## config.mk

```make
export PLATFORM = sky130hd
export DESIGN_NAME = shared_array_double_stack
export DESIGN_NICKNAME = d
export VERILOG_FILES = /design/src/rtl/sads_pkg.sv /design/src/rtl/sads_mem.sv /design/src/rtl/sads_ctrl.sv /design/src/rtl/shared_array_double_stack.sv
export SDC_FILE = /design/constraint.sdc
export NUM_CORES = 1
export LEC_CHECK = 0
export ABC_CLOCK_PERIOD_IN_PS = 4700
export BUFFER_PORTS_ARGS = -buffer_cell sky130_fd_sc_hd__buf_2
export CAP_MARGIN = 20
export CELL_PAD_IN_SITES_DETAIL_PLACEMENT = 1
export CELL_PAD_IN_SITES_GLOBAL_PLACEMENT = 2
export CORE_MARGIN = 2
export CORE_UTILIZATION = 42
export DETAILED_ROUTE_END_ITERATION = 7
export MAX_ROUTING_LAYER = met4
export PLACE_DENSITY_LB_ADDON = 0.1
export SKIP_LAST_GASP = 1
export SYNTH_ARGS = -nofsm -noshare
export SYNTH_HDL_FRONTEND = slang
export SYNTH_SLANG_ARGS = --single-unit
export TNS_END_PERCENT = 30
```

## constraint.sdc

```tcl
create_clock -name clk -period 4.7 [get_ports clk]
set_input_delay 0.235 -clock clk [delete_from_list [all_inputs] [get_ports clk]]
set_output_delay 0.235 -clock clk [all_outputs]
set_load 0.005 [all_outputs]
```

## src/rtl/sads_pkg.sv

```systemverilog
// Package for the shared-array double stack.
// Holds operation and status codes and the memory control struct.
// No dependencies.
package sads_pkg;

  typedef enum logic [1:0] {
    FUNC_PUSH  = 2'd0,
    FUNC_POP   = 2'd1,
    FUNC_CLEAR = 2'd2,
    FUNC_NOP   = 2'd3
  } func_t;

  typedef enum logic [1:0] {
    ST_OK    = 2'd0,
    ST_FULL  = 2'd1,
    ST_EMPTY = 2'd2
  } status_t;

  localparam int unsigned WORD_W  = 32;
  localparam int unsigned COUNT_W = 6;

  typedef struct packed {
    logic wr_en;
    logic rd_en;
  } mem_ctl_t;

endpackage

```

## src/rtl/sads_mem.sv

```systemverilog
// Shared word store for both stacks: one port, write or registered read.
// Depends on sads_pkg for the control struct and word width.
module sads_mem import sads_pkg::*; #(
  parameter int unsigned DEPTH = 32,
  parameter int unsigned AW    = 5
) (
  input  logic              clk,
  input  mem_ctl_t          ctl,
  input  logic [AW-1:0]     addr,
  input  logic [WORD_W-1:0] wdata,
  output logic [WORD_W-1:0] rdata
);

  logic [WORD_W-1:0] store [DEPTH];

  always_ff @(posedge clk) begin
    if (ctl.wr_en) begin
      store[addr] <= wdata;
    end
    if (ctl.rd_en) begin
      rdata <= store[addr];
    end
  end

endmodule

```

## src/rtl/sads_ctrl.sv

```systemverilog
// Pointer control for the double stack: counts, address generation, status.
// Depends on sads_pkg for codes and the memory control struct.
module sads_ctrl import sads_pkg::*; #(
  parameter int unsigned DEPTH = 32,
  parameter int unsigned AW    = 5,
  parameter int unsigned CW    = 6
) (
  input  logic              clk,
  input  logic              rst,
  input  logic              accept,
  input  logic [1:0]        func,
  input  logic              which_stack,
  output mem_ctl_t          ctl,
  output logic [AW-1:0]     addr,
  output logic              done,
  output status_t           status,
  output logic              pop_ok,
  output logic [CW-1:0]     total
);

  localparam logic [CW:0]   DEPTH_S = (CW+1)'(DEPTH);
  localparam logic [CW-1:0] DEPTH_C = CW'(DEPTH);
  localparam logic [CW-1:0] ONE_C   = CW'(1);

  logic [CW-1:0] low_count, low_count_next;
  logic [CW-1:0] high_count, high_count_next;
  logic [CW:0]   sum;
  logic [CW-1:0] addr_wide;
  status_t       status_next;
  logic          pop_hit;
  mem_ctl_t      ctl_raw;

  assign sum   = {1'b0, low_count} + {1'b0, high_count};
  assign total = sum[CW-1:0];

  always_comb begin
    low_count_next  = low_count;
    high_count_next = high_count;
    status_next     = ST_OK;
    pop_hit         = 1'b0;
    ctl_raw         = '0;
    addr_wide       = '0;
    unique case (func_t'(func))
      FUNC_PUSH: begin
        if (sum >= DEPTH_S) begin
          status_next = ST_FULL;
        end else if (!which_stack) begin
          addr_wide      = low_count;
          low_count_next = low_count + ONE_C;
          ctl_raw.wr_en  = 1'b1;
        end else begin
          addr_wide       = DEPTH_C - ONE_C - high_count;
          high_count_next = high_count + ONE_C;
          ctl_raw.wr_en   = 1'b1;
        end
      end
      FUNC_POP: begin
        if (!which_stack) begin
          if (low_count == '0) begin
            status_next = ST_EMPTY;
          end else begin
            addr_wide      = low_count - ONE_C;
            low_count_next = low_count - ONE_C;
            ctl_raw.rd_en  = 1'b1;
            pop_hit        = 1'b1;
          end
        end else begin
          if (high_count == '0) begin
            status_next = ST_EMPTY;
          end else begin
            addr_wide       = DEPTH_C - high_count;
            high_count_next = high_count - ONE_C;
            ctl_raw.rd_en   = 1'b1;
            pop_hit         = 1'b1;
          end
        end
      end
      FUNC_CLEAR: begin
        low_count_next  = '0;
        high_count_next = '0;
      end
      FUNC_NOP: begin
      end
      default: begin
      end
    endcase
  end

  // Touch memory only for an accepted request.
  assign ctl  = mem_ctl_t'{wr_en: ctl_raw.wr_en & accept, rd_en: ctl_raw.rd_en & accept};
  assign addr = addr_wide[AW-1:0];

  always_ff @(posedge clk) begin
    if (rst) begin
      low_count  <= '0;
      high_count <= '0;
      done       <= 1'b0;
      pop_ok     <= 1'b0;
    end else begin
      done <= accept;
      if (accept) begin
        low_count  <= low_count_next;
        high_count <= high_count_next;
        pop_ok     <= pop_hit;
      end
    end
  end

  always_ff @(posedge clk) begin
    if (accept) begin
      status <= status_next;
    end
  end

endmodule

```

## src/rtl/shared_array_double_stack.sv

```systemverilog
// Shared-array double stack: bottom stack grows up, top stack grows down.
// Usage:
//   Raise start with func, which_stack and push_value; the request is taken
//   at a clock edge where start is high and busy is low. busy stays low, so
//   a new request may be issued every cycle.
//   Each request gives one result in the next cycle: done is high for exactly
//   that cycle, with status, pop_value, total_count and all_empty valid.
//   Throughput is one request per cycle. A pop reads the single-port store at
//   the accepting edge and its word appears from the store's read register in
//   the done cycle; a push writes the store at the accepting edge, so a pop
//   right behind it sees the new word.
//   The receiver cannot stall: results must be taken in their done cycle.
//   Reset (rst, synchronous) empties both stacks and drops done; store
//   contents are not cleared and are never read before being written.
//   total_count carries the low six bits of the occupancy.
// Depends on sads_pkg, sads_ctrl and sads_mem.
module shared_array_double_stack import sads_pkg::*; #(
  parameter int unsigned DEPTH = 32
) (
  input  logic                     clk,
  input  logic                     rst,
  input  logic                     start,
  output logic                     busy,
  input  logic [1:0]               func,
  input  logic                     which_stack,
  input  logic signed [WORD_W-1:0] push_value,
  output logic                     done,
  output logic [1:0]               status,
  output logic signed [WORD_W-1:0] pop_value,
  output logic [COUNT_W-1:0]       total_count,
  output logic                     all_empty
);

  localparam int unsigned AW = (DEPTH > 1) ? $clog2(DEPTH) : 1;
  localparam int unsigned CW = $clog2(DEPTH + 1);

  logic                accept;
  mem_ctl_t            ctl;
  logic [AW-1:0]       addr;
  logic [WORD_W-1:0]   rdata;
  status_t             status_q;
  logic                pop_ok;
  logic [CW-1:0]       total;
  logic [CW+COUNT_W-1:0] total_ext;

  assign busy   = 1'b0;
  assign accept = start & ~busy;

  sads_ctrl #(
    .DEPTH (DEPTH),
    .AW    (AW),
    .CW    (CW)
  ) u_ctrl (
    .clk         (clk),
    .rst         (rst),
    .accept      (accept),
    .func        (func),
    .which_stack (which_stack),
    .ctl         (ctl),
    .addr        (addr),
    .done        (done),
    .status      (status_q),
    .pop_ok      (pop_ok),
    .total       (total)
  );

  sads_mem #(
    .DEPTH (DEPTH),
    .AW    (AW)
  ) u_mem (
    .clk   (clk),
    .ctl   (ctl),
    .addr  (addr),
    .wdata (push_value),
    .rdata (rdata)
  );

  assign total_ext   = {{COUNT_W{1'b0}}, total};
  assign status      = status_q;
  assign pop_value   = pop_ok ? $signed(rdata) : '0;
  assign total_count = total_ext[COUNT_W-1:0];
  assign all_empty   = (total == '0);

endmodule

```

Word level (Yosys, flattened, before mapping)

Memories as Yosys holds them, arrays and structs flattened. A register that Yosys moved wholly into a read port is not among the register bits.
Index checks and enable logic that the tools add are counted.

Memories: 1
Bits of input ports: 38
ROM bits: 0
Latch bits: 0
Register bits after elaboration: 16
RAM bits: 1024

$lt $le $gt $ge: 1
Eq/ne operators: 9
Reductions and logical operators: 7
Add/subtract/negate cells: 7
Bitwise operators: 2
Divide/modulo/power cells: 0
Shift-type cells: 0
Multiply operators: 0
Muxes and demuxes: 30

Memory list:

| name        | depth | width | read ports | clocked after memory_dff | wr ports | line           | source |
|---|---|---|---|---|---|---|---|
| u_mem.store | 32    | 32    | 1          | 1                        | 1        | sads_mem.sv:14 | `logic [WORD_W-1:0] store [DEPTH];` |

Operators with widths:

| kind                                                                                | count |
|---|---|
| 6-bit two-way mux                                                                   | 8 |
| 6-bit case mux with 3 select lines                                                  | 2 |
| 32-bit two-way mux                                                                  | 1 |
| 5-bit two-way mux                                                                   | 5 |
| 6-bit logical NOT                                                                   | 3 |
| 2-bit inequality test, second input constant                                        | 7 |
| 6-bit by 1-bit adder with 6-bit output, second input constant                       | 2 |
| 6-bit AND reduction                                                                 | 2 |
| 6-bit by 1-bit subtractor with 6-bit output, second input constant                  | 2 |
| 5-bit case mux with 2 select lines                                                  | 1 |
| 1-bit two-way mux                                                                   | 9 |
| 6-bit by 6-bit adder with 7-bit output                                              | 1 |
| 7-bit by 6-bit greater-or-equal comparator with 1-bit output, second input constant | 1 |
| 2-bit two-way mux                                                                   | 3 |
| 1-bit by 5-bit subtractor with 5-bit output, first input constant                   | 1 |
| 5-bit subtractor, first input constant                                              | 1 |
| 2-bit case mux with 2 select lines                                                  | 1 |
| 3-bit nonzero test                                                                  | 1 |
| 1-bit bitwise AND                                                                   | 2 |
| 2-bit by 1-bit equality test with 1-bit output, second input constant               | 1 |
| 2-bit equality test, second input constant                                          | 1 |
| 2-bit logical NOT                                                                   | 1 |

Logic depth before layout (Yosys ltp)

Word-level depth: 7
Depth in mapped cells: 14
Mapped depth without buffers: 11

By module

Synthesis repeated with hierarchy kept, for this count alone.

Cells, all modules: 2359
Area, all modules: 42010.3 um^2

By module, submodules not included:

| module                    | instances | area an instance (um^2) | cells each |
|---|---|---|---|
| sads_mem                  | 1         | 40054.7                 | 2107 |
| sads_ctrl                 | 1         | 1711.6                  | 213 |
| shared_array_double_stack | 1         | 244.0                   | 39 |

Least setup slack after synthesis

No wires, ideal clock.

Path kind: reg-to-reg
Start: reg u_ctrl.high_count[0]
End: mem u_mem.store[11][0], enable pin
Clock period less this slack: 4423 ps
Cell stages (with the launch flop): 11
Path slack: 277 ps
Required time: 4279 ps
Arrival: 4001 ps
Path through: dfxtp_1 -> ha_1 -> fa_1 -> nand3_1 -> nand4_1 -> mux2_2 -> o21ai_2 -> buf_2 -> buf_1 -> nand3_1 -> nor2_1

Longest elaborated chain between the ends: 7

RTL lines:

| what                                                         | line             | source |
|---|---|---|
| start, declared                                              | sads_ctrl.sv:26  | `logic [CW-1:0] high_count, high_count_next;` |
| start signal, assigned                                       | sads_ctrl.sv:103 | `high_count <= high_count_next;` |
| 6-bit by 6-bit adder with 7-bit output                       | sads_ctrl.sv:33  | `assign sum = {1'b0, low_count} + {1'b0, high_count};` |
| 7-bit by 6-bit greater-or-equal comparator with 1-bit output | sads_ctrl.sv:45  | `if (sum >= DEPTH_S) begin` |
| 1-bit two-way mux                                            | sads_ctrl.sv:45  |  |
| 1-bit two-way mux                                            | sads_ctrl.sv:43  | `unique case (func_t'(func))` |
| 1-bit bitwise AND                                            | sads_ctrl.sv:90  | `assign ctl = mem_ctl_t'{wr_en: ctl_raw.wr_en & accept, rd_en: ctl_raw.rd_en & accept};` |
| 1-bit two-way mux                                            | sads_mem.sv:17   | `if (ctl.wr_en) begin` |
| 1-bit two-way mux (implied by the code)                      | sads_mem.sv:18   | `store[addr] <= wdata;` |
| end, declared                                                | sads_mem.sv:14   |  |

Parallel ways exist; a longest one is shown, timed or not.

Worst setup path in the final report

Start: reg u_ctrl.low_count[0]
End: mem u_mem.store[15][6], enable pin

Longest elaborated chain between the ends: 7

RTL lines:

| what                                                         | line             | source |
|---|---|---|
| start, declared                                              | sads_ctrl.sv:25  | `logic [CW-1:0] low_count, low_count_next;` |
| start signal, assigned                                       | sads_ctrl.sv:102 | `low_count <= low_count_next;` |
| 6-bit by 6-bit adder with 7-bit output                       | sads_ctrl.sv:33  |  |
| 7-bit by 6-bit greater-or-equal comparator with 1-bit output | sads_ctrl.sv:45  |  |
| 1-bit two-way mux                                            | sads_ctrl.sv:45  |  |
| 1-bit two-way mux                                            | sads_ctrl.sv:43  |  |
| 1-bit bitwise AND                                            | sads_ctrl.sv:90  |  |
| 1-bit two-way mux                                            | sads_mem.sv:17   |  |
| 1-bit two-way mux (implied by the code)                      | sads_mem.sv:18   |  |

Parallel ways exist; a longest one is shown, timed or not.

==> run summary <==
Outcome = finished clean
# setup viols final = 0
Total track usage = 25.56%
Share of the synthesized area in the top cell type = 73.73%
Initial Util = 42.35%
Hold_sp = push_value[26]
Worst R2R Path Depth = 9
R2R Setup Slk = 0.53 ns
Die H = 324.3 um
DP Worst Slack = 0.5734 ns
Part of the cycle the worst path needs = 88.80%
Most common cell on crit path = nand3_1
RD Place Congestion = 0.8088
Worst path arrival time = 4.54 ns
CTS tree = done
DIE AREA = 0.1052 mm^2
DRC violations left = 0
Worst-path maximum fanout = 18
Area leader, netlist = edfxtp_1
Max VDD drop = 0.0003248 V
First-pass GRT wire length = 189.0 mm
Fin. Hold Viols = 0
Worst hold slack = 0.04589 ns
Clock root buffer = clkbuf_16
Max Cap Violations = 0
Layout Utilization = 48.56%
Nature of the critical path startpoint = register
Netlist Area Pre-Place = 0.04309 mm^2
Leak pwr = 16.90 nW
Slowest-stage cell, CP = nor2_4
1st-iter DRT viols = 2200
Port bufs = 79
Commonest cells post-synth = edfxtp_1, nand2_1, mux2i_1
Share of layout cells above drive strength 1 = 13.07%
Worst Hold Class = in2reg
Skew final = 0.02239 ns
Worst skew pair latency = 0.69 ns
DR vias/cell = 5.728
Area growth from synthesis to layout = 14.65%
Wirelength per Cell = 29.78 um
Most common cell in the synthesized netlist = edfxtp_1
RSZ-0062 raised after global routing = false
CTS buffer count = 116
Worst path required time = 5.06 ns
#FFs+latches synth = 1072
Reg2reg start = u_ctrl.low_count[0]
Via count = 25340
Clock period minus worst slack = 4.174 ns
Clk sinks = 1072
Sequential share of the synthesized area = 74.38%
Slew HR = 30.68%
Crit Reg-Reg Endpoint = u_mem.store[15][6]
DR pass1 iterations = 7
Initial antenna violation count = 3
Post-detailed-placement half-perimeter wirelength = 71.02 mm
Post-synthesis cell count = 2830
Power Density = 422.5 mW/mm^2
CP Cell Sequence = ha_1 -> fa_1 -> nand3_1 -> nand4_1 -> mux2i_2 -> and2_1 -> nand3_1 -> nor2_4 -> buf_12
Die outline width = 324.3 um
Pins Over Slew Limit = 0
CP endpoint kind = register
Core area = 0.1017 mm^2
H-Tree Depth = 3
Net Count, Synth = 2887
Largest net degree at the start of global routing = 97
Bufs on Longest Clock Path = 3
Num ports = 81
Fin nets = 3024
FP Rows = 117
Vias in the first global route = 26010
DRT Wirelength = 131.8 mm
Largest cells by area after synthesis = edfxtp_1, mux2i_1, nand2_1
Clock-pin slew on the worst setup and hold paths = 0.06 ns
Ys flop type = edfxtp_1
Grt total ovfl = 0
Fin Setup TNS = 0 ns
Distinct cells, synth = 69
Remaining antenna violation count = 0
Syn avg cell area = 15.23 um^2
Max Freq = 239.6 MHz
Final worst slack = 0.5265 ns
Asr flop ratio synth = 0%
Slowest stage delay, CP = 0.70 ns
Post-synth EDFFs = 1058
PostCTS Resize Cnt = 0
Critical setup path kind = reg2reg
Worst hold endpoint = u_mem.store[13][26]
WHS Path Cells = 1
Least-Margin Pin Slew = 1.040 ns
Yosys Warn Count = 0
Total power = 20.87 mW
-- critical path, delay by kind of cell (launching register included) --
kind                       cells  cell delay (ns)
DFF                            1             0.43
adders and majority gates      2             0.68
muxes                          1             0.57
and+or+nand+nor                5             1.82
buffers and inverters          1             0.31
-- placed cells by master (no fill, tap or decap), types with 3 or more instances in the layout --
cell and count:
a221oi_1 3, xnor2_1 8, clkinv_2 19, nand2_1 515, nor2_1 18, clkbuf_16 118, a31oi_1 4, bufinv_16 4
o2111ai_1 4, a32oi_1 122, nor2_4 36, a22oi_1 8, clkbuf_1 34, clkbuf_8 4, nand4_1 32, or3_1 9
a21oi_1 43, and2_1 34, buf_4 71, mux2i_1 381, o22ai_1 3, nand2b_1 3, buf_12 39, and3_1 3
dfxtp_1 13, nand3_1 258, clkinv_1 20, o21ai_0 8, inv_1 12, nor3b_1 3, diode_2 3, xor2_1 3
edfxtp_1 1058, ha_1 17, clkinvlp_4 4, buf_2 79, nor3_1 7
-- worst max path at each step --
stage | startpoint | to | depth (start not counted)
after floorplan | u_ctrl.high_count[0] | u_mem.store[11][0] | 10
after global placement | u_ctrl.high_count[0] | u_mem.rdata[0] | 11
after detailed placement | u_ctrl.low_count[0] | u_mem.store[15][7] | 9
after CTS | u_ctrl.low_count[1] | u_mem.rdata[26] | 11
after global routing | u_ctrl.low_count[1] | u_mem.rdata[26] | 11
final | u_ctrl.low_count[0] | u_mem.store[15][6] | 9
-- sequential cells by signal (all words and copies together) (netlist names) --
| name | cells |
|---|---|
| u_ctrl.low_count | 6 |
| u_mem.store | 1024 |
| u_ctrl.high_count | 6 |
| u_ctrl.done | 1 |
| u_ctrl.pop_ok | 1 |
| u_mem.rdata | 32 |
| u_ctrl.status | 2 |
-- power breakdown --
group | internal (mW) | total [mW] | leakage (nW) | switching [mW]
Sequential | 10.6 | 10.6 | 9.63 | 0.0310
Combinational | 0.571 | 1.79 | 5.58 | 1.22
Clock | 4.84 | 8.48 | 1.69 | 3.64
-- per-layer routing --
layer	global-route usage [%]	part of all wire, %	vias to the layer above
met3	3.530	5.1	169
li1	-	-	11080
met1	34.71	45	13430
met5	-	0	-
met2	40.86	48	662
met4	6.208	2.1	0
-- repair_timing --
item                       4_1_cts  5_1_grt
hold endpoints to repair        14        0
hold buffers                     2        0
setup endpoints to repair        0        0
setup buffers                    0        0
-- logic make-up (layout without fill, tap and decap cells) --
family	Yosys count	after routing	synth area share [%]
muxes	385	385	8.961
buffers and inverters	186	409	2.256
DFF	1072	1072	74.38
and+or+nand+nor	937	937	9.637
adders and majority gates	19	19	0.5865
AOI/OAI and AO/OA	219	219	3.946
xor gates and xnor gates	11	11	0.2236
other	1	4	0.008703
-- layout make-up --
cell class                 instances  area [um^2]
clock inverter                    48        336.6
clock buffer                     156         3136
timing repair buffer             191         1729
fill                            9783        52340
tap                             1368         1712
antenna                            3        7.507
multi-input combinational       1572        10380
inverter                          14        52.55
sequential                      1072        32050
-- through the flow --
stage	cells	instance area (um^2)
6_report	4424	49400
2_1_floorplan	2830	43090
5_1_grt	4422	49400
3_3_place_gp	4215	45900
4_1_cts	4421	49390
3_5_place_dp	4215	45900
No activity file was read; power rests on OpenSTA's default activity.
